$ cat config.mk
export PLATFORM = sky130hd
export DESIGN_NAME = tpcm_apb_regs
export DESIGN_NICKNAME = d
export VERILOG_FILES = /design/src/rtl/tpcm_pkg.sv /design/src/rtl/tpcm_apb_regs.sv
export SDC_FILE = /design/constraint.sdc
export NUM_CORES = 1
export LEC_CHECK = 0
export ABC_CLOCK_PERIOD_IN_PS = 1700
export BUFFER_PORTS_ARGS = -buffer_cell sky130_fd_sc_hd__buf_2
export CAP_MARGIN = 0
export CELL_PAD_IN_SITES_DETAIL_PLACEMENT = 0
export CELL_PAD_IN_SITES_GLOBAL_PLACEMENT = 2
export CORE_MARGIN = 3
export CORE_UTILIZATION = 19
export CTS_BUF_LIST = sky130_fd_sc_hd__clkbuf_8 sky130_fd_sc_hd__clkbuf_16
export CTS_CLUSTER_SIZE = 10
export DETAILED_ROUTE_END_ITERATION = 10
export GPL_ROUTABILITY_DRIVEN = 0
export PLACE_DENSITY_LB_ADDON = 0.2
export SETUP_SLACK_MARGIN = 0.02
export SYNTH_ARGS = -nofsm -noshare
export SYNTH_HDL_FRONTEND = slang
export SYNTH_SLANG_ARGS = --single-unit
$ cat constraint.sdc
create_clock -name aclk -period 1.7 [get_ports aclk]
set_clock_uncertainty 0.1 [all_clocks]
set_input_delay 0.34 -clock aclk [delete_from_list [all_inputs] [get_ports aclk]]
set_output_delay 0.34 -clock aclk [all_outputs]
set_load 0.005 [all_outputs]
$ cat src/rtl/tpcm_pkg.sv
package tpcm_pkg;

    localparam int NUM_CHANNELS_DEF = 18;
    localparam int PADDR_W          = 3;
    localparam int HORNER_TERMS     = 9;
    localparam int HORNER_STEPS     = HORNER_TERMS - 1;
    localparam int TBL_CNT          = 4;

    localparam logic [10:0] NEUTRAL_US = 11'd1500;
    localparam logic [10:0] LIM_LO_STD = 11'd1100;
    localparam logic [10:0] LIM_HI_STD = 11'd1900;
    localparam logic [10:0] LIM_LO_WIDE = 11'd1000;
    localparam logic [10:0] LIM_HI_WIDE = 11'd2000;

    // pwm model codes
    localparam logic [1:0] MODEL_POLY_A = 2'd0;
    localparam logic [1:0] MODEL_POLY_B = 2'd1;
    localparam logic [1:0] MODEL_LINEAR = 2'd2;

    // register index, taken from paddr[2]
    localparam logic REG_PWM_MODEL   = 1'b0;
    localparam logic REG_LINEAR_GAIN = 1'b1;

    localparam logic [1:0]  MODEL_RESET = MODEL_POLY_A;
    localparam logic [15:0] GAIN_RESET  = 16'd5120;

    // dead band edges on the Q16.16 grid
    localparam logic signed [31:0] DB_A_REV = -32'sd23783;
    localparam logic signed [31:0] DB_A_FWD = 32'sd26752;
    localparam logic signed [31:0] DB_B_REV = -32'sd19660;
    localparam logic signed [31:0] DB_B_FWD = 32'sd19660;

    localparam logic [63:0] SAT_MAX = 64'h7FFF_FFFF_FFFF_FFFF;
    localparam logic [63:0] SAT_MIN = 64'h8000_0000_0000_0000;

    typedef enum logic [1:0] {
        TBL_A_REV = 2'd0,
        TBL_A_FWD = 2'd1,
        TBL_B_REV = 2'd2,
        TBL_B_FWD = 2'd3
    } tbl_sel_t;

    typedef struct packed {
        logic signed [31:0] thrust;
        logic               command_valid;
        logic signed [15:0] channel_scale;
        logic [4:0]         channel_number;
    } tpcm_in_t;

    typedef struct packed {
        logic [4:0]  out_channel;
        logic [10:0] pulse_width;
        logic        write_enable;
    } tpcm_out_t;

    typedef struct packed {
        logic [1:0]         pwm_model;
        logic signed [15:0] linear_gain;
    } tpcm_cfg_t;

    // per-request control that rides along the pipeline
    typedef struct packed {
        logic               wr_en;
        logic               lim_wide;
        logic               direct;
        tbl_sel_t           tbl_sel;
        logic               x_neg;
        logic [31:0]        x_mag;
        logic [4:0]         channel;
        logic signed [15:0] scale;
        logic [10:0]        raw_direct;
    } tpcm_side_t;

    typedef logic [TBL_CNT-1:0][63:0] coef_set_t;

    // decimal coefficient to signed Q15.48, rounded half away from zero
    function automatic logic signed [63:0] coef_q48(input longint mant, input int exp10);
        logic [63:0]  den;
        logic [63:0]  mag;
        logic [127:0] num;
        logic [127:0] rem;
        logic [127:0] quo;
        int           k;
        int           i;
        den = 64'd1;
        k   = 8 - exp10;
        for (i = 0; i < k; i++) begin
            den = den * 64'd10;
        end
        mag = (mant < 0) ? 64'(-mant) : 64'(mant);
        num = 128'(mag) << 48;
        rem = '0;
        quo = '0;
        for (i = 127; i >= 0; i--) begin
            rem = {rem[126:0], num[i]};
            if (rem >= 128'(den)) begin
                rem    = rem - 128'(den);
                quo[i] = 1'b1;
            end
        end
        if ((rem << 1) >= 128'(den)) begin
            quo = quo + 128'd1;
        end
        return (mant < 0) ? -$signed(quo[63:0]) : $signed(quo[63:0]);
    endfunction

    // first term is the leading coefficient; degree-6 tables lead with two zeros
    localparam logic signed [63:0] COEF_TAB [TBL_CNT][HORNER_TERMS] = '{
        '{coef_q48(419120215, -9), coef_q48(725765393, -7), coef_q48(512089798, -5),
          coef_q48(189821056, -3), coef_q48(397888906, -2), coef_q48(476560866, -1),
          coef_q48(331574457, 0),  coef_q48(241195184, 1),  coef_q48(147508532, 3)},
        '{coef_q48(-389443834, -10), coef_q48(897208792, -8), coef_q48(842626420, -6),
          coef_q48(416470611, -4),   coef_q48(116830379, -2), coef_q48(188609133, -1),
          coef_q48(179496731, 0),    coef_q48(183042688, 1),  coef_q48(152666998, 3)},
        '{64'sd0, 64'sd0,
          coef_q48(378328199, -8), coef_q48(124896612, -5), coef_q48(124135724, -3),
          coef_q48(529618237, -2), coef_q48(105292003, 0),  coef_q48(169210385, 1),
          coef_q48(148493125, 3)},
        '{64'sd0, 64'sd0,
          coef_q48(307095665, -8),  coef_q48(-655375382, -6), coef_q48(530480570, -4),
          coef_q48(-194854716, -2), coef_q48(280240130, -1),  coef_q48(506028546, 0),
          coef_q48(152849853, 3)}
    };

    function automatic coef_set_t coef_column(input int k);
        coef_set_t c;
        int        t;
        for (t = 0; t < TBL_CNT; t++) begin
            c[t] = COEF_TAB[t][k];
        end
        return c;
    endfunction

    // clamp a value with fb fraction bits to the model limits, round half away
    function automatic logic [10:0] clamp_round(input logic signed [64:0] v, input int fb,
                                                input logic wide);
        logic [10:0]        lo;
        logic [10:0]        hi;
        logic signed [64:0] lo_v;
        logic signed [64:0] hi_v;
        logic signed [64:0] half;
        logic signed [64:0] r;
        lo   = wide ? LIM_LO_WIDE : LIM_LO_STD;
        hi   = wide ? LIM_HI_WIDE : LIM_HI_STD;
        lo_v = 65'(lo) << fb;
        hi_v = 65'(hi) << fb;
        half = 65'(1) << (fb - 1);
        r    = (v + half) >>> fb;
        if (v <= lo_v) begin
            return lo;
        end else if (v >= hi_v) begin
            return hi;
        end
        return r[10:0];
    endfunction

endpackage

$ cat src/rtl/tpcm_apb_regs.sv
module tpcm_apb_regs import tpcm_pkg::*; (
    input  logic               aclk,
    input  logic               aresetn,
    input  logic               psel,
    input  logic               penable,
    input  logic               pwrite,
    input  logic [PADDR_W-1:0] paddr,
    input  logic [31:0]        pwdata,
    output logic [31:0]        prdata,
    output logic               pready,
    output tpcm_cfg_t          cfg
);

    logic [1:0]  model_reg;
    logic [1:0]  model_next;
    logic [15:0] gain_reg;
    logic [15:0] gain_next;
    logic        wr_stb;
    logic        reg_idx;

    assign pready  = 1'b1;
    assign wr_stb  = psel && penable && pwrite;
    assign reg_idx = paddr[PADDR_W-1];

    always_comb begin
        model_next = model_reg;
        gain_next  = gain_reg;
        if (wr_stb) begin
            case (reg_idx)
                REG_PWM_MODEL:   model_next = pwdata[1:0];
                REG_LINEAR_GAIN: gain_next  = pwdata[15:0];
                default: ;
            endcase
        end
    end

    always_ff @(posedge aclk) begin
        if (!aresetn) begin
            model_reg <= MODEL_RESET;
            gain_reg  <= GAIN_RESET;
        end else begin
            model_reg <= model_next;
            gain_reg  <= gain_next;
        end
    end

    always_comb begin
        case (reg_idx)
            REG_PWM_MODEL:   prdata = {30'd0, model_reg};
            REG_LINEAR_GAIN: prdata = {16'd0, gain_reg};
            default:         prdata = 32'd0;
        endcase
    end

    assign cfg.pwm_model   = model_reg;
    assign cfg.linear_gain = $signed(gain_reg);

endmodule

* After elaboration in Yosys (flattened, before gate mapping)
Cells that the tools add are included.
** Operators by class
- Multiplexer cells :: 1
- Bitwise gates (word level) :: 1
- Reduce and logical (&&, ||, !) cells :: 4
** Operators by type and width (count)
- $pmux W32 S2 :: 1
- $reduce_and A2 Y1 :: 2
- $logic_and A1 B1 Y1 :: 2
- $not A1 Y1 :: 1
** Word-level totals
- Bits in registers :: 18
- Bits of input ports :: 40
- Output and inout bits :: 51

* Depth between registers and ports, before layout
- Depth after elaboration :: 3
- Gate-level depth with buffers :: 4

* Least setup slack after synthesis
No wires, ideal clock.
- Path kind :: input to register
- Start :: input port pwrite
- End :: register gain_reg[0]
- Setup time :: 72 ps
- Arrival :: 961 ps
- Path slack :: 567 ps
- Cell stages on the path :: 4
- Path buffers :: 2
- Cells stage by stage :: and4_1 buf_6 buf_12 mux2i_1
** On the way
- Longest elaborated chain between the ends :: 2
** Ends and longest elaborated chain
- start, declared :: RTL line tpcm_apb_regs.sv:6 : input logic pwrite,
- $logic_and A1 B1 Y1 :: RTL line tpcm_apb_regs.sv:22 : assign wr_stb = psel && penable && pwrite;
- $reduce_and A2 Y1 (no source line)
- end signal, assigned :: RTL line tpcm_apb_regs.sv:43 : gain_reg <= gain_next;
- end, declared :: RTL line tpcm_apb_regs.sv:16 : logic [15:0] gain_reg;
Every way passes these cells.
A chain may end at the register's enable or synchronous reset.

* Final worst setup path
- Start :: input port paddr[2]
- End :: output port prdata[13]
** On the way
- Longest elaborated chain between the ends :: 2
** Ends and longest elaborated chain
- start, declared :: RTL line tpcm_apb_regs.sv:7 : input logic [PADDR_W-1:0] paddr,
- $not A1 Y1 (no source line)
- $pmux W32 S2 (*) :: RTL line tpcm_apb_regs.sv:48 : case (reg_idx)
- end, declared :: RTL line tpcm_apb_regs.sv:9 : output logic [31:0] prdata,
Mark *: on every way between the ends. The rest lies on a longest branch, timed or not. The select of a mux whose other input is x is not followed.

==> results.py <==
metrics = {
    "clock_tree": {
        "cts_buffers": 3,
        "cts_setup_buffers": 0,
        "cts_root_buf": "clkbuf_8",
        "cts.clk_slew.worst_paths_ns": 0.07,
        "clkLatencyLatePin_ns": 0.25,
        "cts_resized": 0,
        "clock_sinks": 18,
        "ctsHoldBuffers": 0,
        "htreeDepth": 1,
        "cts_tree": "built",
        "cts_buffer_depth": 2,
    },
    "cells_and_area": {
        "area_growth_pct": 33.33,
        "multi_input_area_um2": 514.2,
        "area.sequential_um2": 360.3,
        "diodes": 0,
        "nets": 209,
        "drive_gt1_share_pct": 41.07,
        "largest_reg_flops": 16,
        "final_cells": 235,
        "fillers": 569,
        "final_cell_mix": "55 x buf_2, 30 x nand2_1, 18 x mux2i_1, 18 x dfxtp_1, 17 x conb_1",
        "final_common_cell": "buf_2",
    },
    "global_route": {
        "grt_max_degree": 17,
        "grt_pass1_wl_um": 3691,
        "antenna_found_initial": 0,
        "grt_pass1_vias": 737,
        "grtUsageTotal_pct": 7.772,
        "overflow": 0,
    },
    "synthesis": {
        "synth_cell_types": 15,
        "yosysSeqAreaShare_pct": 36.09,
        "netlist_instances": 114,
        "ys_ff_latch": 18,
        "synth_area_per_cell_um2": 8.758,
        "syn_area_um2": 998.5,
        "yosysWarningCount": 0,
    },
    "pwr": {
        "clkPwrFrac_pct": 39.0,
        "powerDensity_nw_per_um2": 673.1,
        "p_int_uw": 689.8,
        "pwr-share-seq_pct": 48.8,
        "swShare_pct": 23.01,
        "p_leak_uw": 0.0006778,
        "p_comb_share_pct": 12.2,
        "p_sw_uw": 206.2,
        "irDropWorstVdd_uv": 303.1,
    },
    "setup_path": {
        "worst_ep_arrival_time_ns": 0.97,
        "worstReg2RegStart": "gain_reg[12]",
        "required_ns": 1.26,
        "path_class": "input pin to primary output",
        "endpoint_kind": "primary output",
        "rrSetupSlack_ns": 0.99,
        "crit_fanout": 12,
        "critPathLaunchType": "input pin",
        "reg2reg_to": "gain_reg[12]",
        "r2r_cells": 2,
    },
    "place": {
        "post-dp-hpwl_um": 1879,
        "port_buffers": 55,
        "dp_cells": 231,
    },
    "timing": {
        "clock.fmax_mhz": 707.4,
        "grt_setup_unrepaired": "no",
        "maxSlewViolCount": 0,
        "fin_tns_setup_ns": 0,
        "post-route-period-util_pct": 83.16,
        "setup_viol": 0,
        "final.min_clock_period_ns": 1.414,
        "finalHoldViolCount": 0,
    },
    "floorplanning": {
        "die_y_um": 78.49,
        "rows": 25,
        "initial_utilization_pct": 20.33,
        "die_x_um": 78.49,
        "core_region_area_um2": 4911,
        "io_pins": 91,
        "dieArea_um2": 6161,
    },
    "route": {
        "routed_wl_um": 2419,
        "viasPerCell": 3.519,
        "drtIter0Drc": 24,
        "ant_nets": 0,
        "vias": 827,
        "drc": 0,
        "dr.pass1.iters": 3,
        "wl_per_cell_um": 10.29,
    },
    "hold_path": {
        "worstHoldStart": "pwdata[11]",
        "worstHoldPathType": "input pin to flop",
        "hold_depth": 3,
        "hold-path-endpoint": "gain_reg[11]",
    },
    "outcome": {
        "outcome": "complete, no violations",
    },
    "run": {
        "maxCapViolCount": 0,
    },
}
==> cells by family (layout without fill, tap and decap cells) <==
family	count (synthesis)	count (layout)	synth area share (%)
buffers and inverters	24	63	18.04
DFF	18	18	36.09
muxes	20	20	20.30
other	2	17	0.7522
and+or+nand+nor	50	50	24.81
==> final cells by class <==
class                      instances  area share (%)
multi-input combinational         87           38.63
sequential                        18           27.07
timing repair buffer              59           23.87
clock buffer                       4           4.135
tap                               67           6.297
==> per-layer routing <==
| layer | track usage, % | share of wire, % | vias up |
|---|---|---|---|
| met4 | 2.622 | 1.2 | 0 |
| met2 | 13.10 | 48 | 39 |
| met3 | 3.326 | 8.5 | 2 |
| met1 | 8.777 | 42 | 353 |
| met5 | 0 | 0 | - |
| li1 | - | - | 433 |
==> synthesized netlist by cell type <==
master | count | share of area (%)
and2_1 | 10 | 6.3
and2_2 | 4 | 3.0
and4_1 | 1 | 0.88
buf_12 | 1 | 2.0
buf_2 | 2 | 1.0
buf_4 | 17 | 13
buf_6 | 1 | 1.1
clkbuf_1 | 3 | 1.1
conb_1 | 2 | 0.75
dfxtp_1 | 18 | 36
mux2_2 | 2 | 2.3
mux2i_1 | 18 | 18
nand2_1 | 30 | 11
nand4b_1 | 1 | 0.88
nor2b_1 | 4 | 2.5
==> power by group through the flow <==
| stage | logic (uW) | clock network [uW] | registers [uW] |
|---|---|---|---|
| floorplan | 86.1 | 0 | 447 |
| global placement | 111 | 0 | 446 |
| detailed placement | 111 | 0 | 447 |
| CTS | 112 | 381 | 437 |
| global route | 126 | 393 | 438 |
| finish | 110 | 349 | 437 |
==> worst max path at each step <==
stage | slack [ns] | from | to
finish | 0.29 | paddr[2] | prdata[13]
CTS | 0.26 | paddr[2] | prdata[13]
detailed placement | 0.27 | paddr[2] | prdata[13]
global placement | 0.27 | paddr[2] | prdata[13]
global route | 0.22 | paddr[2] | prdata[13]
floorplan | 0.57 | pwrite | gain_reg[0]
==> critical path: stages <==
cell	delay (ns)
buf_2	0.14
buf_4	0.18
and2_2	0.19
buf_2	0.12
==> metrics by stage <==
stage               hold slack [ns]  setup slack [ns]  util, %  total power (uW)  instance area, um2
floorplan                    0.3595            0.5674        -             533.1                1055
global placement             0.3512            0.2662    25.99             557.5                1276
detailed placement           0.3571            0.2653    25.99             558.2                1276
CTS                          0.2136            0.2632    27.11             929.3                1331
global route                 0.2215            0.2249    27.11             956.6                1331
finish                       0.2256            0.2863    27.11             896.0                1331
(Power assumes the default switching activity.)
