===== src/rtl/tpcm_pkg.sv =====
package tpcm_pkg;

    localparam int NUM_CHANNELS_DEF = 18;
    localparam int PADDR_W          = 3;
    localparam int HORNER_TERMS     = 9;
    localparam int HORNER_STEPS     = HORNER_TERMS - 1;
    localparam int TBL_CNT          = 4;

    localparam logic [10:0] NEUTRAL_US = 11'd1500;
    localparam logic [10:0] LIM_LO_STD = 11'd1100;
    localparam logic [10:0] LIM_HI_STD = 11'd1900;
    localparam logic [10:0] LIM_LO_WIDE = 11'd1000;
    localparam logic [10:0] LIM_HI_WIDE = 11'd2000;

    // pwm model codes
    localparam logic [1:0] MODEL_POLY_A = 2'd0;
    localparam logic [1:0] MODEL_POLY_B = 2'd1;
    localparam logic [1:0] MODEL_LINEAR = 2'd2;

    // register index, taken from paddr[2]
    localparam logic REG_PWM_MODEL   = 1'b0;
    localparam logic REG_LINEAR_GAIN = 1'b1;

    localparam logic [1:0]  MODEL_RESET = MODEL_POLY_A;
    localparam logic [15:0] GAIN_RESET  = 16'd5120;

    // dead band edges on the Q16.16 grid
    localparam logic signed [31:0] DB_A_REV = -32'sd23783;
    localparam logic signed [31:0] DB_A_FWD = 32'sd26752;
    localparam logic signed [31:0] DB_B_REV = -32'sd19660;
    localparam logic signed [31:0] DB_B_FWD = 32'sd19660;

    localparam logic [63:0] SAT_MAX = 64'h7FFF_FFFF_FFFF_FFFF;
    localparam logic [63:0] SAT_MIN = 64'h8000_0000_0000_0000;

    typedef enum logic [1:0] {
        TBL_A_REV = 2'd0,
        TBL_A_FWD = 2'd1,
        TBL_B_REV = 2'd2,
        TBL_B_FWD = 2'd3
    } tbl_sel_t;

    typedef struct packed {
        logic signed [31:0] thrust;
        logic               command_valid;
        logic signed [15:0] channel_scale;
        logic [4:0]         channel_number;
    } tpcm_in_t;

    typedef struct packed {
        logic [4:0]  out_channel;
        logic [10:0] pulse_width;
        logic        write_enable;
    } tpcm_out_t;

    typedef struct packed {
        logic [1:0]         pwm_model;
        logic signed [15:0] linear_gain;
    } tpcm_cfg_t;

    // per-request control that rides along the pipeline
    typedef struct packed {
        logic               wr_en;
        logic               lim_wide;
        logic               direct;
        tbl_sel_t           tbl_sel;
        logic               x_neg;
        logic [31:0]        x_mag;
        logic [4:0]         channel;
        logic signed [15:0] scale;
        logic [10:0]        raw_direct;
    } tpcm_side_t;

    typedef logic [TBL_CNT-1:0][63:0] coef_set_t;

    // decimal coefficient to signed Q15.48, rounded half away from zero
    function automatic logic signed [63:0] coef_q48(input longint mant, input int exp10);
        logic [63:0]  den;
        logic [63:0]  mag;
        logic [127:0] num;
        logic [127:0] rem;
        logic [127:0] quo;
        int           k;
        int           i;
        den = 64'd1;
        k   = 8 - exp10;
        for (i = 0; i < k; i++) begin
            den = den * 64'd10;
        end
        mag = (mant < 0) ? 64'(-mant) : 64'(mant);
        num = 128'(mag) << 48;
        rem = '0;
        quo = '0;
        for (i = 127; i >= 0; i--) begin
            rem = {rem[126:0], num[i]};
            if (rem >= 128'(den)) begin
                rem    = rem - 128'(den);
                quo[i] = 1'b1;
            end
        end
        if ((rem << 1) >= 128'(den)) begin
            quo = quo + 128'd1;
        end
        return (mant < 0) ? -$signed(quo[63:0]) : $signed(quo[63:0]);
    endfunction

    // first term is the leading coefficient; degree-6 tables lead with two zeros
    localparam logic signed [63:0] COEF_TAB [TBL_CNT][HORNER_TERMS] = '{
        '{coef_q48(419120215, -9), coef_q48(725765393, -7), coef_q48(512089798, -5),
          coef_q48(189821056, -3), coef_q48(397888906, -2), coef_q48(476560866, -1),
          coef_q48(331574457, 0),  coef_q48(241195184, 1),  coef_q48(147508532, 3)},
        '{coef_q48(-389443834, -10), coef_q48(897208792, -8), coef_q48(842626420, -6),
          coef_q48(416470611, -4),   coef_q48(116830379, -2), coef_q48(188609133, -1),
          coef_q48(179496731, 0),    coef_q48(183042688, 1),  coef_q48(152666998, 3)},
        '{64'sd0, 64'sd0,
          coef_q48(378328199, -8), coef_q48(124896612, -5), coef_q48(124135724, -3),
          coef_q48(529618237, -2), coef_q48(105292003, 0),  coef_q48(169210385, 1),
          coef_q48(148493125, 3)},
        '{64'sd0, 64'sd0,
          coef_q48(307095665, -8),  coef_q48(-655375382, -6), coef_q48(530480570, -4),
          coef_q48(-194854716, -2), coef_q48(280240130, -1),  coef_q48(506028546, 0),
          coef_q48(152849853, 3)}
    };

    function automatic coef_set_t coef_column(input int k);
        coef_set_t c;
        int        t;
        for (t = 0; t < TBL_CNT; t++) begin
            c[t] = COEF_TAB[t][k];
        end
        return c;
    endfunction

    // clamp a value with fb fraction bits to the model limits, round half away
    function automatic logic [10:0] clamp_round(input logic signed [64:0] v, input int fb,
                                                input logic wide);
        logic [10:0]        lo;
        logic [10:0]        hi;
        logic signed [64:0] lo_v;
        logic signed [64:0] hi_v;
        logic signed [64:0] half;
        logic signed [64:0] r;
        lo   = wide ? LIM_LO_WIDE : LIM_LO_STD;
        hi   = wide ? LIM_HI_WIDE : LIM_HI_STD;
        lo_v = 65'(lo) << fb;
        hi_v = 65'(hi) << fb;
        half = 65'(1) << (fb - 1);
        r    = (v + half) >>> fb;
        if (v <= lo_v) begin
            return lo;
        end else if (v >= hi_v) begin
            return hi;
        end
        return r[10:0];
    endfunction

endpackage


===== src/rtl/tpcm_front.sv =====
module tpcm_front import tpcm_pkg::*; #(
    parameter int NUM_CHANNELS = NUM_CHANNELS_DEF
) (
    input  logic               aclk,
    input  logic               aresetn,
    input  logic               en,
    input  logic               in_valid,
    input  tpcm_in_t           in_data,
    input  tpcm_cfg_t          cfg,
    output logic               out_valid,
    output tpcm_side_t         out_side,
    output logic signed [63:0] out_acc
);

    localparam coef_set_t COEF_HEAD = coef_column(0);

    logic               dec_valid_reg;
    tpcm_side_t         dec_side_reg;
    tpcm_side_t         dec_side_next;
    logic               dec_lin_reg;
    logic               dec_lin_next;
    logic signed [47:0] dec_prod_reg;
    logic signed [47:0] dec_prod_next;
    logic signed [63:0] dec_acc_reg;
    logic signed [63:0] dec_acc_next;

    logic               lin_valid_reg;
    tpcm_side_t         lin_side_reg;
    tpcm_side_t         lin_side_next;
    logic signed [63:0] lin_acc_reg;
    logic signed [64:0] lin_v;
    logic signed [31:0] x;

    assign x = in_data.thrust;

    always_comb begin
        dec_side_next.channel    = in_data.channel_number;
        dec_side_next.scale      = in_data.channel_scale;
        dec_side_next.wr_en      = in_data.command_valid && (in_data.channel_number != 5'd0)
                                   && (in_data.channel_number <= 5'(NUM_CHANNELS));
        dec_side_next.x_neg      = x[31];
        dec_side_next.x_mag      = x[31] ? (~x + 32'd1) : x;
        dec_side_next.lim_wide   = (cfg.pwm_model == MODEL_POLY_B);
        dec_side_next.direct     = 1'b1;
        dec_side_next.tbl_sel    = TBL_A_REV;
        dec_side_next.raw_direct = NEUTRAL_US;
        dec_lin_next             = 1'b0;
        case (cfg.pwm_model)
            MODEL_POLY_A: begin
                if (x < DB_A_REV) begin
                    dec_side_next.direct  = 1'b0;
                    dec_side_next.tbl_sel = TBL_A_REV;
                end else if (x >= DB_A_FWD) begin
                    dec_side_next.direct  = 1'b0;
                    dec_side_next.tbl_sel = TBL_A_FWD;
                end
            end
            MODEL_POLY_B: begin
                if (x < DB_B_REV) begin
                    dec_side_next.direct  = 1'b0;
                    dec_side_next.tbl_sel = TBL_B_REV;
                end else if (x > DB_B_FWD) begin
                    dec_side_next.direct  = 1'b0;
                    dec_side_next.tbl_sel = TBL_B_FWD;
                end
            end
            default: dec_lin_next = 1'b1;
        endcase
        dec_prod_next = cfg.linear_gain * x;
        dec_acc_next  = $signed(COEF_HEAD[dec_side_next.tbl_sel]);
    end

    // linear model: Q24.24 value 1500 + gain*thrust
    assign lin_v = {{17{dec_prod_reg[47]}}, dec_prod_reg} + (65'(NEUTRAL_US) << 24);

    always_comb begin
        lin_side_next = dec_side_reg;
        if (dec_lin_reg) begin
            lin_side_next.raw_direct = clamp_round(lin_v, 24, 1'b0);
        end
    end

    always_ff @(posedge aclk) begin
        if (!aresetn) begin
            dec_valid_reg <= 1'b0;
            lin_valid_reg <= 1'b0;
        end else if (en) begin
            dec_valid_reg <= in_valid;
            lin_valid_reg <= dec_valid_reg;
        end
    end

    always_ff @(posedge aclk) begin
        if (en) begin
            dec_side_reg <= dec_side_next;
            dec_lin_reg  <= dec_lin_next;
            dec_prod_reg <= dec_prod_next;
            dec_acc_reg  <= dec_acc_next;
            lin_side_reg <= lin_side_next;
            lin_acc_reg  <= dec_acc_reg;
        end
    end

    assign out_valid = lin_valid_reg;
    assign out_side  = lin_side_reg;
    assign out_acc   = lin_acc_reg;

endmodule


===== config.mk =====
export PLATFORM = sky130hd
export DESIGN_NAME = tpcm_front
export DESIGN_NICKNAME = d
export VERILOG_FILES = /design/src/rtl/tpcm_pkg.sv /design/src/rtl/tpcm_front.sv
export SDC_FILE = /design/constraint.sdc
export NUM_CORES = 2
export LEC_CHECK = 0
export BUFFER_PORTS_ARGS = -buffer_cell sky130_fd_sc_hd__buf_2
export CORE_ASPECT_RATIO = 1.75
export CORE_UTILIZATION = 39
export CTS_CLUSTER_SIZE = 28
export DETAILED_ROUTE_END_ITERATION = 8
export PLACE_DENSITY_LB_ADDON = 0.25
export SLEW_MARGIN = 20
export SYNTH_ARGS = -nofsm -noshare
export SYNTH_HDL_FRONTEND = slang
export SYNTH_SLANG_ARGS = --single-unit

===== constraint.sdc =====
create_clock -name aclk -period 10 [get_ports aclk]
set_input_delay 2 -clock aclk [delete_from_list [all_inputs] [get_ports aclk]]
set_output_delay 2 -clock aclk [all_outputs]
set_load 0.02 [all_outputs]

Word-level counts from Yosys, hierarchy flattened:

Index checks and enable logic that the tools add are counted.

* logic and storage cells: 58
* bits of input ports: 76
* output and inout port bits: 135
* flip-flop bits (word level): 308

* magnitude comparators: 8
* multiply operators: 1
* $add $sub $neg: 3
* multiplexer cells: 15
* equality and inequality tests: 1
* reductions and logical operators: 5
* bitwise logic cells: 1

Operators with widths (count)
* 64-bit binary-select mux with 2-bit select: 1
* 32-bit by 16-bit less-than comparator with 1-bit output (second input constant): 2
* 64-bit 2-to-1 mux: 1
* 48-bit by 36-bit adder with 49-bit output (second input constant): 1
* 49-bit by 36-bit >= comparator with 1-bit output (second input constant): 1
* 49-bit by 36-bit less-or-equal comparator with 1-bit output (second input constant): 1
* 16-bit by 32-bit multiplier with 48-bit output: 1
* 35-bit by 25-bit adder with 35-bit output (second input constant): 1
* 11-bit 2-to-1 mux: 3
* 32-bit by 1-bit adder with 32-bit output (second input constant): 1
* 32-bit by 16-bit >= comparator with 1-bit output (second input constant): 1
* 32-bit by 16-bit greater-than comparator with 1-bit output (second input constant): 1
* 32-bit inverter: 1
* 31-bit 2-to-1 mux: 1
* 3-bit 2-to-1 mux: 4
* 3-bit case mux with 2 select lines: 1
* 5-bit less-or-equal comparator (second input constant): 1
* 5-bit nonzero test: 1
* 1-bit 2-to-1 mux: 4
* 2-bit by 3-bit less-than comparator with 1-bit output (second input constant): 1
* 2-bit by 1-bit equality test with 1-bit output (second input constant): 1
* 1-bit logical AND: 2
* 2-bit logical NOT: 1
* 2-bit OR reduction: 1

Logic depth before layout (Yosys ltp):

* depth in word-level cells: 6
* depth in mapped cells: 25
* gate-level depth less buffers: 22

Worst setup path after synthesis:

OpenSTA, ideal clock, no wires.

* path type: input -> register
* from: input port in_data[53] in the netlist's numbering
* to: register dec_prod_reg[47] (data pin)
* path slack: 1.712 ns
* arrival: 8.008 ns
* stages on the path: 21
* data required time: 9.720 ns
* path through: clkbuf_1 -> clkbuf_1 -> clkbuf_1 -> nand2_1 -> fa_1 -> inv_1 -> fa_1 -> inv_1 -> fa_1 -> inv_1 -> fa_1 -> fa_1 -> inv_1 -> fa_1 -> inv_1 -> ha_1 -> inv_1 -> o21bai_1 -> and3_1 -> a2111oi_0 -> o211ai_1

* cells in the longest elaborated chain, start to end: 1

Ends and longest elaborated chain
* start: declaration: line tpcm_front.sv:8 `input tpcm_in_t in_data,`
* 16-bit by 32-bit multiplier with 48-bit output: line tpcm_front.sv:69 `dec_prod_next = cfg.linear_gain * x;`
* net dec_prod_next[47]: line tpcm_front.sv:23 `logic signed [47:0] dec_prod_next;`
* end signal: assignment: line tpcm_front.sv:97 `dec_prod_reg <= dec_prod_next;`
* end: declaration: line tpcm_front.sv:22 `logic signed [47:0] dec_prod_reg;`

The timed path passes the listed nets, and every way through them passes these cells.
A chain may end at the register's enable or synchronous reset.

Worst setup path in the final report:

* from: input port cfg[15] in the netlist's numbering
* to: register dec_prod_reg[43] (data pin)

* cells in the longest elaborated chain, start to end: 1

Ends and longest elaborated chain
* start: declaration: line tpcm_front.sv:9 `input tpcm_cfg_t cfg,`
* 16-bit by 32-bit multiplier with 48-bit output: line tpcm_front.sv:69
* net dec_prod_next[43]: line tpcm_front.sv:23

The timed path passes the listed nets, and every way through them passes these cells.

==> summary.txt <==
Critical path
  – CP cell instances: buf_2 > inv_1 > nor2_1 > fa_1 > fa_1 > fa_1 > fa_1 > fa_1 > inv_1 > fa_1 > inv_1 > ha_1 > a21oi_1 > o21ai_0 > a211oi_1 > o21a_1 > o21ai_0 > nor4_1 > o21a_1 > xnor2_1
  – CP startpoint kind: primary input
  – Most frequent CP cell: fa_1
  – Worst Path Class, Setup: in2reg
  – R2r worst-path depth: 10
  – Crit-path max cell delay: around 0.60 ns
  – Crit-path slowest cell: fa_1
  – Critical Path AT: 8.83 ns
  – Worst Path Max Fanout: 16
  – CP Data Required Time: about 10 ns
  – Setup crit end kind: flip-flop

Synthesis
  – Ranking of synthesized cells by area: fa_1 (37%), edfxtp_1 (21%), inv_1 (8.7%)
  – Yosys top cell area share: between 30% and 40%
  – Synthesized cell area: between 20000 and 30000 um^2
  – Top FF cell, synth: edfxtp_1
  – Post-synth top area cell: fa_1
  – Asr flop ratio synth: 0%
  – Post-synth EDFFs: 184
  – Synth Warn #: 0
  – Synth Register Bits: ~190
  – Cells after Synth: 2732
  – Sequential area share after synthesis: a little over a fifth
  – Distinct cell type count after synthesis: 78
  – Syn_area_per_cell: about 9.7 um^2

Die
  – Ports: approximately 210
  – DIE WIDTH: ~200 um
  – DIE HEIGHT: ~350 um
  – Rows: 126
  – Core footprint: a little under 70000 um^2
  – Initial Utilization: 39.3%
  – Die area: about 70000 um^2

Clocking
  – Post-CTS Resized: 0
  – Clk pin slew, worst setup/hold paths: around 0.08 ns
  – # clock sinks: between 150 and 200
  – Clock Latency Late Sink: 0.45 ns
  – Num CTS Buffers: 17
  – Clock Path Buffers: 2
  – Root Buffer: clkbuf_16
  – Cts hold-fix bufs: 0
  – CTS tree: built
  – Post-CTS Setup Bufs: 0
  – CTS H-tree depth: 4

Routing
  – Antenna Nets Post-Route: 0
  – First-pass DRT Iterations: 7
  – Routed len/inst: approximately 21 um
  – Starting DRT DRC Count: slightly above 900
  – Vias: 19200
  – DRC violations left: 0
  – Final WL: ~77 mm
  – Drt via density: 5.20

Timing
  – RSZ-0062 raised after global routing: no
  – Max Clock Skew: approximately 0.010 ns
  – Actual slew at the worst max-slew pin: approximately 1.0 ns
  – Tcrit/Tclk final: roughly 86%
  – Fin. max-slew vios: 0
  – Worst rel slew slack: between 30% and 40%
  – Fmax: approximately 0.12 GHz
  – Final setup viols: 0
  – Setup Total Neg Slack: 0 ns
  – Final hold vios: 0
  – Crit path time final: around 8.6 ns
  – Hold WS: about 0.4 ns

Layout
  – Fraction of layout instances using a drive strength above 1: just under 10%
  – Sequential cell area: between 5000 and 6000 um^2
  – Max reg flops: 70
  – Nets: between 3000 and 4000
  – Area of the multi-input gates: between 15000 and 20000 um^2
  – Layout area overhead: 7.22%
  – FILL cells: around 6600

Outcome
  – Status: finished clean

Global route
  – Vias in the first global route: roughly 21000
  – GRT Residual Overflow: 0
  – Largest net degree at the start of global routing: around 110
  – Global-route usage over all layers: around a quarter
  – Initial antenna violation count: 2
  – First-pass GRT wire length: 120 mm

Hold path
  – Hold Crit Class: reg2reg
  – Worst hold path depth: 0

Placement
  – GP Congestion: approximately 0.89
  – Port Buffers: roughly 200
  – Hpwl dp: between 60 and 70 mm

Run
  – Max cap viols: 0
==> critical path, delay by kind of cell <==
kind,cells,cell delay [ns]
AO/OA/AOI/OAI,6,1.42
XOR/XNOR,1,0.21
adder cells (fa/ha/maj),7,3.65
buffers and inverters,4,0.86
AND/OR/NAND/NOR,2,0.68
==> Yosys cell counts, drive strengths merged (5+ instances only) <==
cell type,count
inv,616
fa,486
nand2,338
and2,207
edfxtp,184
clkbuf,126
ha,118
buf,71
xnor2,71
nor2,70
a21oi,65
o21ai,52
nand3,35
nor3,26
a21o,22
nor4,20
nand4,17
nand2b,16
o211ai,16
xor2,15
o21a,14
and3,12
o21bai,12
a211oi,11
o31ai,11
or4,11
a31oi,10
nor2b,7
o41ai,7
a311oi,6
o2111ai,5
==> cells in the final DEF, fill, tap and decap left out, drive strengths merged, types with 3 or more instances in the layout <==
cell type	instances
inv	624
xnor2	71
o41ai	7
a21o	22
nand2b	16
xor2	15
and4	4
nor3	26
nand2	338
o21ai	52
o21bai	12
nor2	70
o21a	14
nand3	35
conb	8
a211o	4
o211ai	16
clkbuf	19
fa	486
clkinv	3
nor4	20
a31oi	10
o2111ai	5
a21oi	65
and3	12
and2	207
or3	4
buf	216
a2111oi	3
ha	118
a311oi	6
nor2b	7
or4	11
a211oi	11
o31ai	11
edfxtp	184
nand4	17
==> final timing paths <==
kind | startpoint | endpoint | slack (ns)
worst max-delay path | cfg[15] | dec_prod_reg[43] | 1.41
worst min-delay path | dec_side_reg[64] | out_side[64] | 0.41
worst max register to register | dec_prod_reg[26] | out_side[4] | 6.52
worst min register to register | dec_side_reg[64] | out_side[64] | 0.41
==> per-stage QoR <==
| stage | cells | worst slack [ns] | utilization (%) | area [um^2] |
|---|---|---|---|---|
| 6_report | 3687 | 1.41 | 42.1 | 28400 |
| 2_1_floorplan | 2738 | 1.71 | - | 26500 |
| 3_5_place_dp | 3653 | 1.03 | 41.2 | 27800 |
| 3_3_place_gp | 3653 | 0.998 | 41.2 | 27800 |
| 4_1_cts | 3685 | 1.49 | 42.1 | 28400 |
| 5_1_grt | 3686 | 1.08 | 42.1 | 28400 |
==> metal layers <==
metal | vias up | track usage (%) | wire (um)
li1 | 8400 | - | -
met1 | 9892 | 22.3 | 24500
met2 | 636 | 46.5 | 43900
met3 | 230 | 2.07 | 2610
met4 | 4 | 15.2 | 5560
met5 | - | 0 | 27
==> layout make-up <==
class | count | share of cell area (%)
well taps | 896 | 3.95
diodes | 1 | 0.00882
clock inverters | 14 | 0.613
flip-flops and latches | 186 | 19.6
clock buffers | 18 | 1.51
inverters | 616 | 8.15
multi-input cells | 1739 | 62.1
repair buffers | 217 | 4.01
==> kinds of logic (layout without fill, tap and decap cells) <==
kind of cell	count (synthesis)	count (layout)	share of synthesized area [%]
AO/OA/AOI/OAI	263	263	6.72
XOR/XNOR	86	86	2.85
adder cells (fa/ha/maj)	604	604	42.3
buffers and inverters	813	865	12.4
flip-flops	186	186	21.0
multiplexers	3	3	0.118
other	2	9	0.0284
AND/OR/NAND/NOR	775	775	14.5
Power is not shown: default switching activity piles up to over one toggle a cycle in this logic, so the estimate is an artifact.
